File: config.mk
export PLATFORM = sky130hd
export DESIGN_NAME = figurate_sum_block_counter_flat
export DESIGN_NICKNAME = d
export VERILOG_FILES = /design/src/fsbc_pkg.sv /design/src/fsbc_if.sv /design/src/fsbc_isqrt.sv /design/src/fsbc_acc_ram.sv /design/src/figurate_sum_block_counter.sv /design/src/flat_wrapper.sv
export SDC_FILE = /design/constraint.sdc
export NUM_CORES = 2
export LEC_CHECK = 0
export BUFFER_PORTS_ARGS = -buffer_cell sky130_fd_sc_hd__buf_2
export CAP_MARGIN = 10
export CORE_MARGIN = 8
export CORE_UTILIZATION = 45
export CTS_BUF_LIST = sky130_fd_sc_hd__clkbuf_4 sky130_fd_sc_hd__clkbuf_8
export CTS_CLUSTER_SIZE = 40
export DETAILED_ROUTE_END_ITERATION = 6
export PLACE_DENSITY = 0.58
export SYNTH_ARGS = -nofsm -noshare
export SYNTH_HDL_FRONTEND = slang
export SYNTH_SLANG_ARGS = --single-unit
export TNS_END_PERCENT = 100
File: constraint.sdc
create_clock -name clk_i -period 28.8 [get_ports clk_i]
set_input_delay 1.44 -clock clk_i [delete_from_list [all_inputs] [get_ports clk_i]]
set_output_delay 1.44 -clock clk_i [all_outputs]
set_load 0.01 [all_outputs]
File: src/fsbc_pkg.sv
// shared types and constants for the figurate sum block counter
package fsbc_pkg;

  typedef enum logic [1:0] {
    KIND_SQUARE   = 2'd0,
    KIND_TRIANGLE = 2'd1,
    KIND_PRONIC   = 2'd2,
    KIND_UNUSED   = 2'd3
  } kind_e;

  typedef enum logic {
    CFG_NUMBER_KIND = 1'b0,
    CFG_PAIR_MODE   = 1'b1
  } cfg_idx_e;

  typedef enum logic [3:0] {
    ST_IDLE,
    ST_CLEAR,
    ST_OUTER_MUL,
    ST_OUTER_CHK,
    ST_ROOT_GO,
    ST_ROOT,
    ST_FIX_MUL,
    ST_FIX_CHK,
    ST_INNER_MUL,
    ST_INNER_CHK,
    ST_RMW_RD,
    ST_RMW_WR,
    ST_DRAIN_RD,
    ST_DRAIN_LD,
    ST_DRAIN_WAIT
  } state_e;

endpackage

File: src/fsbc_if.sv
// valid/ready channel interfaces for commands and results
interface fsbc_cmd_if #(
  parameter int unsigned START_BITS = 32
);
  logic                  valid;
  logic                  ready;
  logic [START_BITS-1:0] window_start;
  logic [6:0]            window_length;
  modport source (output valid, window_start, window_length, input ready);
  modport sink   (input valid, window_start, window_length, output ready);
endinterface

interface fsbc_res_if #(
  parameter int unsigned COUNT_BITS = 16
);
  logic                  valid;
  logic                  ready;
  logic [COUNT_BITS-1:0] coefficient;
  logic [5:0]            offset;
  logic                  last;
  modport source (output valid, coefficient, offset, last, input ready);
  modport sink   (input valid, coefficient, offset, last, output ready);
endinterface

File: src/fsbc_isqrt.sv
// multicycle integer square root, one result bit per step
module fsbc_isqrt #(
  parameter int unsigned W = 36
) (
  input  logic           clk_i,
  input  logic           rst_ni,
  input  logic           start_i,
  input  logic [W-1:0]   value_i,
  output logic           done_o,
  output logic [W/2-1:0] root_o
);
  localparam int unsigned HW = W / 2;
  localparam int unsigned SW = $clog2(HW + 1);

  logic [W-1:0]  rem_q, rem_d;
  logic [W-1:0]  res_q, res_d;
  logic [W-1:0]  bit_q, bit_d;
  logic          busy_q, busy_d;
  logic          done_q, done_d;
  logic [SW-1:0] cnt_q, cnt_d;
  logic [W:0]    trial;

  always_comb begin
    rem_d  = rem_q;
    res_d  = res_q;
    bit_d  = bit_q;
    busy_d = busy_q;
    cnt_d  = cnt_q;
    done_d = 1'b0;
    trial  = {1'b0, res_q} + {1'b0, bit_q};
    if (start_i) begin
      rem_d  = value_i;
      res_d  = '0;
      bit_d  = {2'b01, {(W-2){1'b0}}};
      busy_d = 1'b1;
      cnt_d  = SW'(HW);
    end else if (busy_q) begin
      if ({1'b0, rem_q} >= trial) begin
        rem_d = rem_q - trial[W-1:0];
        res_d = (res_q >> 1) + bit_q;
      end else begin
        res_d = res_q >> 1;
      end
      bit_d = bit_q >> 2;
      cnt_d = cnt_q - SW'(1);
      if (cnt_q == SW'(1)) begin
        busy_d = 1'b0;
        done_d = 1'b1;
      end
    end
  end

  // done pulses the cycle after the last step
  assign done_o = done_q;
  assign root_o = res_q[HW-1:0];

  always_ff @(posedge clk_i or negedge rst_ni) begin
    if (!rst_ni) begin
      rem_q  <= '0;
      res_q  <= '0;
      bit_q  <= '0;
      busy_q <= 1'b0;
      done_q <= 1'b0;
      cnt_q  <= '0;
    end else begin
      rem_q  <= rem_d;
      res_q  <= res_d;
      bit_q  <= bit_d;
      busy_q <= busy_d;
      done_q <= done_d;
      cnt_q  <= cnt_d;
    end
  end
endmodule

File: src/fsbc_acc_ram.sv
// accumulator memory, one write and one registered read port
module fsbc_acc_ram #(
  parameter int unsigned DEPTH = 64,
  parameter int unsigned DW    = 16
) (
  input  logic                     clk_i,
  input  logic                     we_i,
  input  logic [$clog2(DEPTH)-1:0] waddr_i,
  input  logic [DW-1:0]            wdata_i,
  input  logic [$clog2(DEPTH)-1:0] raddr_i,
  output logic [DW-1:0]            rdata_o
);
  logic [DW-1:0] mem_q [DEPTH];

  always_ff @(posedge clk_i) begin
    if (we_i) begin
      mem_q[waddr_i] <= wdata_i;
    end
    rdata_o <= mem_q[raddr_i];
  end
endmodule

File: src/figurate_sum_block_counter.sv
// figurate sum block counter: series sweep into an accumulator memory, one command at a time
// flow: the command is accepted, a clear pass over all WINDOW_MAX words, the sweep, then the drain
// pair mode: per outer term a multiply and check, one root, an index fix-up, then the inner
// sweep with a read-modify-write per hit; single mode runs one root, then the inner sweep
// a new command is taken after the last transfer; each result is read, loaded, then held until taken
// reset: number_kind squares, pair_mode on, no command in flight
module figurate_sum_block_counter
  import fsbc_pkg::*;
#(
  parameter int unsigned WINDOW_MAX = 64,
  parameter int unsigned START_BITS = 32,
  parameter int unsigned COUNT_BITS = 16
) (
  input  logic       clk_i,
  input  logic       rst_ni,
  input  logic       cfg_we_i,
  input  logic       cfg_index_i,
  input  logic [1:0] cfg_data_i,
  fsbc_cmd_if.sink   cmd,
  fsbc_res_if.source res
);
  localparam int unsigned AW  = (WINDOW_MAX > 1) ? $clog2(WINDOW_MAX) : 1;
  localparam int unsigned LW  = $clog2(WINDOW_MAX + 1);
  localparam int unsigned TW  = START_BITS + 1;            // window end
  localparam int unsigned RW  = START_BITS + 4;            // root operand
  localparam int unsigned RWE = RW + (RW % 2);
  localparam int unsigned KW  = RWE / 2;                   // series index
  localparam int unsigned PW  = 2 * KW;                    // series member

  kind_e kind_q;
  logic  pair_q;

  always_ff @(posedge clk_i or negedge rst_ni) begin
    if (!rst_ni) begin
      kind_q <= KIND_SQUARE;
      pair_q <= 1'b1;
    end else if (cfg_we_i) begin
      case (cfg_idx_e'(cfg_index_i))
        CFG_NUMBER_KIND: kind_q <= kind_e'(cfg_data_i);
        CFG_PAIR_MODE:   pair_q <= cfg_data_i[0];
        default: ;
      endcase
    end
  end

  state_e                state_q, state_d;
  kind_e                 ekind_q, ekind_d;
  logic                  pmode_q, pmode_d;
  logic [START_BITS-1:0] start_q, start_d;
  logic [TW-1:0]         end_q, end_d;
  logic [LW-1:0]         len_q, len_d;
  logic [LW-1:0]         ptr_q, ptr_d;
  logic [KW-1:0]         ko_q, ko_d;       // outer index
  logic [KW-1:0]         kj_q, kj_d;       // inner index
  logic [PW-1:0]         x_q, x_d;         // outer term
  logic [AW-1:0]         addr_q, addr_d;
  logic [2:0]            wgt_q, wgt_d;
  logic                  ovalid_q, ovalid_d;
  logic [COUNT_BITS-1:0] ocoef_q, ocoef_d;
  logic [5:0]            ooff_q, ooff_d;
  logic                  olast_q, olast_d;
  logic [PW-1:0]         prod_q;

  // one multiplier, product registered
  logic [KW-1:0]   mul_k;
  logic [KW:0]     mul_a, mul_b;
  logic [2*KW+1:0] mul_p;
  logic [PW-1:0]   term_d;

  always_comb begin
    mul_k  = (state_q == ST_OUTER_MUL) ? ko_q : kj_q;
    mul_a  = {1'b0, mul_k};
    mul_b  = (ekind_q == KIND_SQUARE) ? mul_a : mul_a + (KW+1)'(1);
    mul_p  = mul_a * mul_b;
    term_d = (ekind_q == KIND_TRIANGLE) ? mul_p[PW:1] : mul_p[PW-1:0];
  end

  // integer root unit
  logic                  sq_start;
  logic                  sq_done;
  logic [RWE-1:0]        sq_val;
  logic [KW-1:0]         sq_root;
  logic [KW-1:0]         root_k;
  logic [START_BITS-1:0] m_val;

  fsbc_isqrt #(.W(RWE)) u_isqrt (
    .clk_i   (clk_i),
    .rst_ni  (rst_ni),
    .start_i (sq_start),
    .value_i (sq_val),
    .done_o  (sq_done),
    .root_o  (sq_root)
  );

  // lowest series member still able to reach the window
  assign m_val = (PW'(start_q) > x_q) ? START_BITS'(PW'(start_q) - x_q) : '0;

  always_comb begin
    case (ekind_q)
      KIND_TRIANGLE: sq_val = RWE'({m_val, 3'b000}) + RWE'(1);
      KIND_PRONIC:   sq_val = RWE'({m_val, 2'b00}) + RWE'(1);
      default:       sq_val = RWE'(m_val);
    endcase
  end

  always_comb begin
    case (ekind_q)
      KIND_TRIANGLE, KIND_PRONIC: root_k = (sq_root - KW'(1)) >> 1;
      default:                    root_k = sq_root;
    endcase
  end

  // accumulator memory
  logic                  mem_we;
  logic [AW-1:0]         mem_waddr, mem_raddr;
  logic [COUNT_BITS-1:0] mem_wdata, mem_rdata;
  logic [COUNT_BITS:0]   sat_sum;
  logic [PW:0]           hit_sum, hit_off;
  logic                  wo2, wi2;

  fsbc_acc_ram #(.DEPTH(WINDOW_MAX), .DW(COUNT_BITS)) u_ram (
    .clk_i   (clk_i),
    .we_i    (mem_we),
    .waddr_i (mem_waddr),
    .wdata_i (mem_wdata),
    .raddr_i (mem_raddr),
    .rdata_o (mem_rdata)
  );

  assign hit_sum = {1'b0, x_q} + {1'b0, prod_q};
  assign hit_off = hit_sum - (PW+1)'(start_q);
  assign sat_sum = {1'b0, mem_rdata} + (COUNT_BITS+1)'(wgt_q);
  // outer weight only counts in pair mode
  assign wo2 = pmode_q && (ekind_q == KIND_SQUARE) && (ko_q != '0);
  assign wi2 = (ekind_q == KIND_SQUARE) && (kj_q != '0);

  assign res.valid       = ovalid_q;
  assign res.coefficient = ocoef_q;
  assign res.offset      = ooff_q;
  assign res.last        = olast_q;

  always_comb begin
    state_d   = state_q;
    ekind_d   = ekind_q;
    pmode_d   = pmode_q;
    start_d   = start_q;
    end_d     = end_q;
    len_d     = len_q;
    ptr_d     = ptr_q;
    ko_d      = ko_q;
    kj_d      = kj_q;
    x_d       = x_q;
    addr_d    = addr_q;
    wgt_d     = wgt_q;
    ovalid_d  = ovalid_q;
    ocoef_d   = ocoef_q;
    ooff_d    = ooff_q;
    olast_d   = olast_q;
    sq_start  = 1'b0;
    mem_we    = 1'b0;
    mem_waddr = addr_q;
    mem_wdata = '0;
    mem_raddr = addr_q;
    cmd.ready = 1'b0;
    case (state_q)
      ST_IDLE: begin
        cmd.ready = 1'b1;
        if (cmd.valid && cmd.window_length != 7'd0) begin
          ekind_d = (kind_q == KIND_UNUSED) ? KIND_SQUARE : kind_q;
          pmode_d = pair_q;
          start_d = cmd.window_start;
          len_d   = (cmd.window_length > 7'(WINDOW_MAX)) ? LW'(WINDOW_MAX)
                                                        : LW'(cmd.window_length);
          end_d   = {1'b0, cmd.window_start} + TW'(len_d);
          ptr_d   = '0;
          state_d = ST_CLEAR;
        end
      end
      ST_CLEAR: begin
        mem_we    = 1'b1;
        mem_waddr = ptr_q[AW-1:0];
        ptr_d     = ptr_q + LW'(1);
        if (ptr_q == LW'(WINDOW_MAX - 1)) begin
          ptr_d   = '0;
          ko_d    = '0;
          x_d     = '0;
          state_d = pmode_q ? ST_OUTER_MUL : ST_ROOT_GO;
        end
      end
      ST_OUTER_MUL: begin
        state_d = ST_OUTER_CHK;
      end
      ST_OUTER_CHK: begin
        if (prod_q < PW'(end_q)) begin
          x_d     = prod_q;
          state_d = ST_ROOT_GO;
        end else begin
          state_d = ST_DRAIN_RD;
        end
      end
      ST_ROOT_GO: begin
        sq_start = 1'b1;
        state_d  = ST_ROOT;
      end
      ST_ROOT: begin
        if (sq_done) begin
          kj_d    = root_k;
          state_d = ST_FIX_MUL;
        end
      end
      ST_FIX_MUL: begin
        state_d = ST_FIX_CHK;
      end
      ST_FIX_CHK: begin
        // step up to the smallest index whose member reaches m
        if (prod_q < PW'(m_val)) begin
          kj_d = kj_q + KW'(1);
        end
        state_d = ST_INNER_MUL;
      end
      ST_INNER_MUL: begin
        state_d = ST_INNER_CHK;
      end
      ST_INNER_CHK: begin
        if (hit_sum < (PW+1)'(end_q)) begin
          addr_d = hit_off[AW-1:0];
          case ({wo2, wi2})
            2'b11:   wgt_d = 3'd4;
            2'b00:   wgt_d = 3'd1;
            default: wgt_d = 3'd2;
          endcase
          state_d = ST_RMW_RD;
        end else if (pmode_q) begin
          ko_d    = ko_q + KW'(1);
          state_d = ST_OUTER_MUL;
        end else begin
          state_d = ST_DRAIN_RD;
        end
      end
      ST_RMW_RD: begin
        state_d = ST_RMW_WR;
      end
      ST_RMW_WR: begin
        mem_we    = 1'b1;
        mem_wdata = sat_sum[COUNT_BITS] ? '1 : sat_sum[COUNT_BITS-1:0];
        kj_d      = kj_q + KW'(1);
        state_d   = ST_INNER_MUL;
      end
      ST_DRAIN_RD: begin
        mem_raddr = ptr_q[AW-1:0];
        state_d   = ST_DRAIN_LD;
      end
      ST_DRAIN_LD: begin
        ovalid_d = 1'b1;
        ocoef_d  = mem_rdata;
        ooff_d   = 6'(ptr_q);
        olast_d  = ((ptr_q + LW'(1)) == len_q);
        state_d  = ST_DRAIN_WAIT;
      end
      ST_DRAIN_WAIT: begin
        if (res.ready) begin
          ovalid_d = 1'b0;
          if (olast_q) begin
            state_d = ST_IDLE;
          end else begin
            ptr_d   = ptr_q + LW'(1);
            state_d = ST_DRAIN_RD;
          end
        end
      end
      default: begin
        state_d = ST_IDLE;
      end
    endcase
  end

  always_ff @(posedge clk_i or negedge rst_ni) begin
    if (!rst_ni) begin
      state_q  <= ST_IDLE;
      ekind_q  <= KIND_SQUARE;
      pmode_q  <= 1'b0;
      start_q  <= '0;
      end_q    <= '0;
      len_q    <= '0;
      ptr_q    <= '0;
      ko_q     <= '0;
      kj_q     <= '0;
      x_q      <= '0;
      addr_q   <= '0;
      wgt_q    <= '0;
      ovalid_q <= 1'b0;
      ocoef_q  <= '0;
      ooff_q   <= '0;
      olast_q  <= 1'b0;
      prod_q   <= '0;
    end else begin
      state_q  <= state_d;
      ekind_q  <= ekind_d;
      pmode_q  <= pmode_d;
      start_q  <= start_d;
      end_q    <= end_d;
      len_q    <= len_d;
      ptr_q    <= ptr_d;
      ko_q     <= ko_d;
      kj_q     <= kj_d;
      x_q      <= x_d;
      addr_q   <= addr_d;
      wgt_q    <= wgt_d;
      ovalid_q <= ovalid_d;
      ocoef_q  <= ocoef_d;
      ooff_q   <= ooff_d;
      olast_q  <= olast_d;
      prod_q   <= term_d;
    end
  end

  assert property (@(posedge clk_i) disable iff (!rst_ni)
    res.valid && !res.ready |=> res.valid && $stable(res.coefficient)
                                && $stable(res.offset) && $stable(res.last))
    else $error("result changed while stalled");
  assert property (@(posedge clk_i) disable iff (!rst_ni)
    res.valid |-> state_q == ST_DRAIN_WAIT)
    else $error("result offered outside the drain");
  assert property (@(posedge clk_i) disable iff (!rst_ni)
    cmd.ready |-> !res.valid)
    else $error("command taken while a result waits");
endmodule

File: src/flat_wrapper.sv
// flat-port wrapper written by rule: the top's interface ports become plain ports
module figurate_sum_block_counter_flat import fsbc_pkg::*;
#(
  parameter int unsigned WINDOW_MAX = 64,
  parameter int unsigned START_BITS = 32,
  parameter int unsigned COUNT_BITS = 16
)
  (clk_i, rst_ni, cfg_we_i, cfg_index_i, cfg_data_i, cmd_valid, cmd_window_start, cmd_window_length, cmd_ready, res_valid, res_coefficient, res_offset, res_last, res_ready);
  fsbc_cmd_if #(.START_BITS(START_BITS)) cmd_i ();
  fsbc_res_if #(.COUNT_BITS(COUNT_BITS)) res_i ();
  input  logic clk_i;
  input  logic rst_ni;
  input  logic cfg_we_i;
  input  logic cfg_index_i;
  input  logic [1:0] cfg_data_i;
  input wire logic [$bits(cmd_i.valid)-1:0] cmd_valid;
  input wire logic [$bits(cmd_i.window_start)-1:0] cmd_window_start;
  input wire logic [$bits(cmd_i.window_length)-1:0] cmd_window_length;
  output wire logic [$bits(cmd_i.ready)-1:0] cmd_ready;
  output wire logic [$bits(res_i.valid)-1:0] res_valid;
  output wire logic [$bits(res_i.coefficient)-1:0] res_coefficient;
  output wire logic [$bits(res_i.offset)-1:0] res_offset;
  output wire logic [$bits(res_i.last)-1:0] res_last;
  input wire logic [$bits(res_i.ready)-1:0] res_ready;
  assign cmd_i.valid = cmd_valid;
  assign cmd_i.window_start = cmd_window_start;
  assign cmd_i.window_length = cmd_window_length;
  assign cmd_ready = cmd_i.ready;
  assign res_valid = res_i.valid;
  assign res_coefficient = res_i.coefficient;
  assign res_offset = res_i.offset;
  assign res_last = res_i.last;
  assign res_i.ready = res_ready;
  figurate_sum_block_counter #(.WINDOW_MAX(WINDOW_MAX), .START_BITS(START_BITS), .COUNT_BITS(COUNT_BITS)) u_core (.clk_i(clk_i), .rst_ni(rst_ni), .cfg_we_i(cfg_we_i), .cfg_index_i(cfg_index_i), .cfg_data_i(cfg_data_i), .cmd(cmd_i), .res(res_i));
endmodule
==> flow_summary.toml <==
[run_status]
status = "finished, final reports clean"

[logic_synthesis]
avgSynthCellArea_sq_um = 12.24
synth.area.mux_share_pct = 9.673
synth_simple_gate_area_share_pct = 9.485
synth_area_sq_um = 77620
synthArstFlopShare_pct = 23.92
synth_top_family_by_area = "adder cells"
synth.distinct_cells = 89
postSynthCellCount = 6339
ys_ff_latch = 1367
synth_seq_area_share_pct = 50.57
syn_nets = 7040
synth_warnings = 0
synth_ff_type = "edfxtp_1"
synth_xor_area_share_pct = 2.795
synth-edff-count = 1024
synth-compound-area-share_pct = 10.32
synth_adder_area_share_pct = 13.23

[floorplan]
rows = 152
initial_core_util_pct = 45.25
die_y_microns = 431.3
dieArea_sq_um = 186000
ios = 72
die_w_microns = 431.3
core_region_area_sq_um = 171500

[timing]
skew_ps = 103.5
worstMarginPinSlew_ps = 1172
fmax_mhz = 90.11
min_period_ps = 11100
slew_viol_final = 0
rsz0062_at_grt = "no"
setup_viol = 0
min_period_over_period_pct = 38.53
max_slew_margin_pct = 21.31
tns_ps = 0
hold_violations = 0

[global_routing]
grt_pass1_vias = 51350
grt_start_max_net_pins = 129
grt_pass1_wl_mm = 328.7
antenna_found_initial = 4
gr-total-overflow = 0
gr-usage-met1_pct = 34.50
met3_usage_pct = 4.037
met2_usage_pct = 34.82
busiest_layer = "met2"
track_usage_pct = 23.01

[critical_path]
crit_family = "adder cells"
crit_slowest_cell = "xor2_1"
path_max_fanout = 36
crit_type = "reg -> reg"
worst_setup_path_end_kind = "register"
crit_path_start_kind = "register"
required_ps = 29610
critPathBufInv = 7
crit_arrival_ps = 11900
rrSetupSlack_ps = 17700
cp_slowest_stage_delay_ps = 820

[clock_network]
path_clk_slew_ps = 60
cts.path.max_buffers = 3
insertion_delay_ps = 1000
cts_resized = 0
hold_buffers = 0
clock-sinks = 1367
cts_setup_buffers = 0
tritoncts = "done"
htreeDepth = 4
cts-root-buf = "clkbuf_8"
numCtsBuffers = 227

[route]
post_drt_wl_per_cell_microns = 24.23
wirelength_mm = 218.1
drtIter0Drc = 4950
drc_errors = 0
viasPerCell = 5.792
ant_nets = 0
vias = 52140
first_pass_iters = 6

[hold_path]
holdCritPathClass = "in -> async"

[placed_design]
portBuffers = 71
dpl.hpwl_mm = 151.7
place.gp.congestion = 0.9255

[layout]
final_common_cell = "edfxtp_1"
area_growth_pct = 10.97
drive_above_1_share_pct = 15.25
final_cell_mix = "edfxtp_1 (1024), nand2_1 (611), inv_1 (520), nor2_1 (481), ha_1 (376)"
final_net_count = 7202

[flow_run]
drv_cap = 0
-- per-layer routing --
layer,up-vias,wire length (microns)
li1,23570,-
met1,26510,100100
met2,1793,97710
met3,263,15200
met4,0,5045
met5,-,0
-- path summary, 6_finish.rpt --
| check | start | to | cells past startpoint |
|---|---|---|---|
| max | u_core.state_q[0] | u_core.prod_q[31] | 31 |
| min | rst_ni | u_core.end_q[23] | 1 |
| min in group clk_i | u_core.end_q[16] | u_core.end_q[16] | 2 |
| max reg2reg | u_core.state_q[0] | u_core.prod_q[31] | 31 |
| min reg2reg | u_core.end_q[16] | u_core.end_q[16] | 2 |
| max in group asynchronous | rst_ni | u_core.prod_q[24] | 2 |
-- synthesized netlist by cell type, types with 99 or more instances --
cell	instances	area [sq um]
a211oi_1	119	893.4
a21oi_1	299	1496
clkbuf_1	233	874.6
dfrtp_1	326	8158
edfxtp_1	1024	30750
fa_1	278	5565
ha_1	376	4705
inv_1	520	1952
mux4_2	256	5766
nand2_1	612	2297
nor2_1	484	1817
o21ai_0	253	1266
xnor2_1	145	1270
xor2_1	99	867.1
-- stage by stage --
step	util [%]	instances	hold WS, ps	setup WS [ps]	cell area, sq um
final	50.21	9001	469.8	17700	86130
after global routing	50.21	9001	474.7	17110	86130
after CTS	50.21	8998	440.9	17790	86130
after detailed placement	47.36	8582	471.8	17870	81250
after global placement	47.36	8582	466.3	18090	81250
after floorplan	-	6339	448.5	19680	77620
-- final cells by class --
type	count	area (sq um)
antenna	3	7.507
sequential	1367	39260
clock buffer	330	4023
fill	15150	85410
timing repair buffer	217	1511
multi-input combinational	4167	35630
inverter	521	1956
clock inverter	86	855.8
tap	2310	2890
-- logic make-up after synthesis --
family,after synthesis
adders and majority gates,654
AOI/OAI and AO/OA,1232
and+or+nand+nor,1618
muxes,417
xor gates and xnor gates,246
DFF,1367
buffers and inverters,805
-- state kept, by name (all words and copies together), names as in the netlist, 3 cells and up --
register                cells
u_core.addr_q               6
u_core.end_q               33
u_core.kj_q                18
u_core.ko_q                18
u_core.len_q                7
u_core.prod_q              36
u_core.ptr_q                7
u_core.res.coefficient     16
u_core.res.offset           6
u_core.start_q             32
u_core.state_q              4
u_core.u_isqrt.bit_q       18
u_core.u_isqrt.cnt_q        5
u_core.u_isqrt.rem_q       36
u_core.u_isqrt.res_q       36
u_core.u_ram.mem_q       1024
u_core.u_ram.rdata_o       16
u_core.wgt_q                3
u_core.x_q                 36
Power is not shown: default switching activity piles up to over one toggle a cycle in this logic, so the estimate is an artifact.
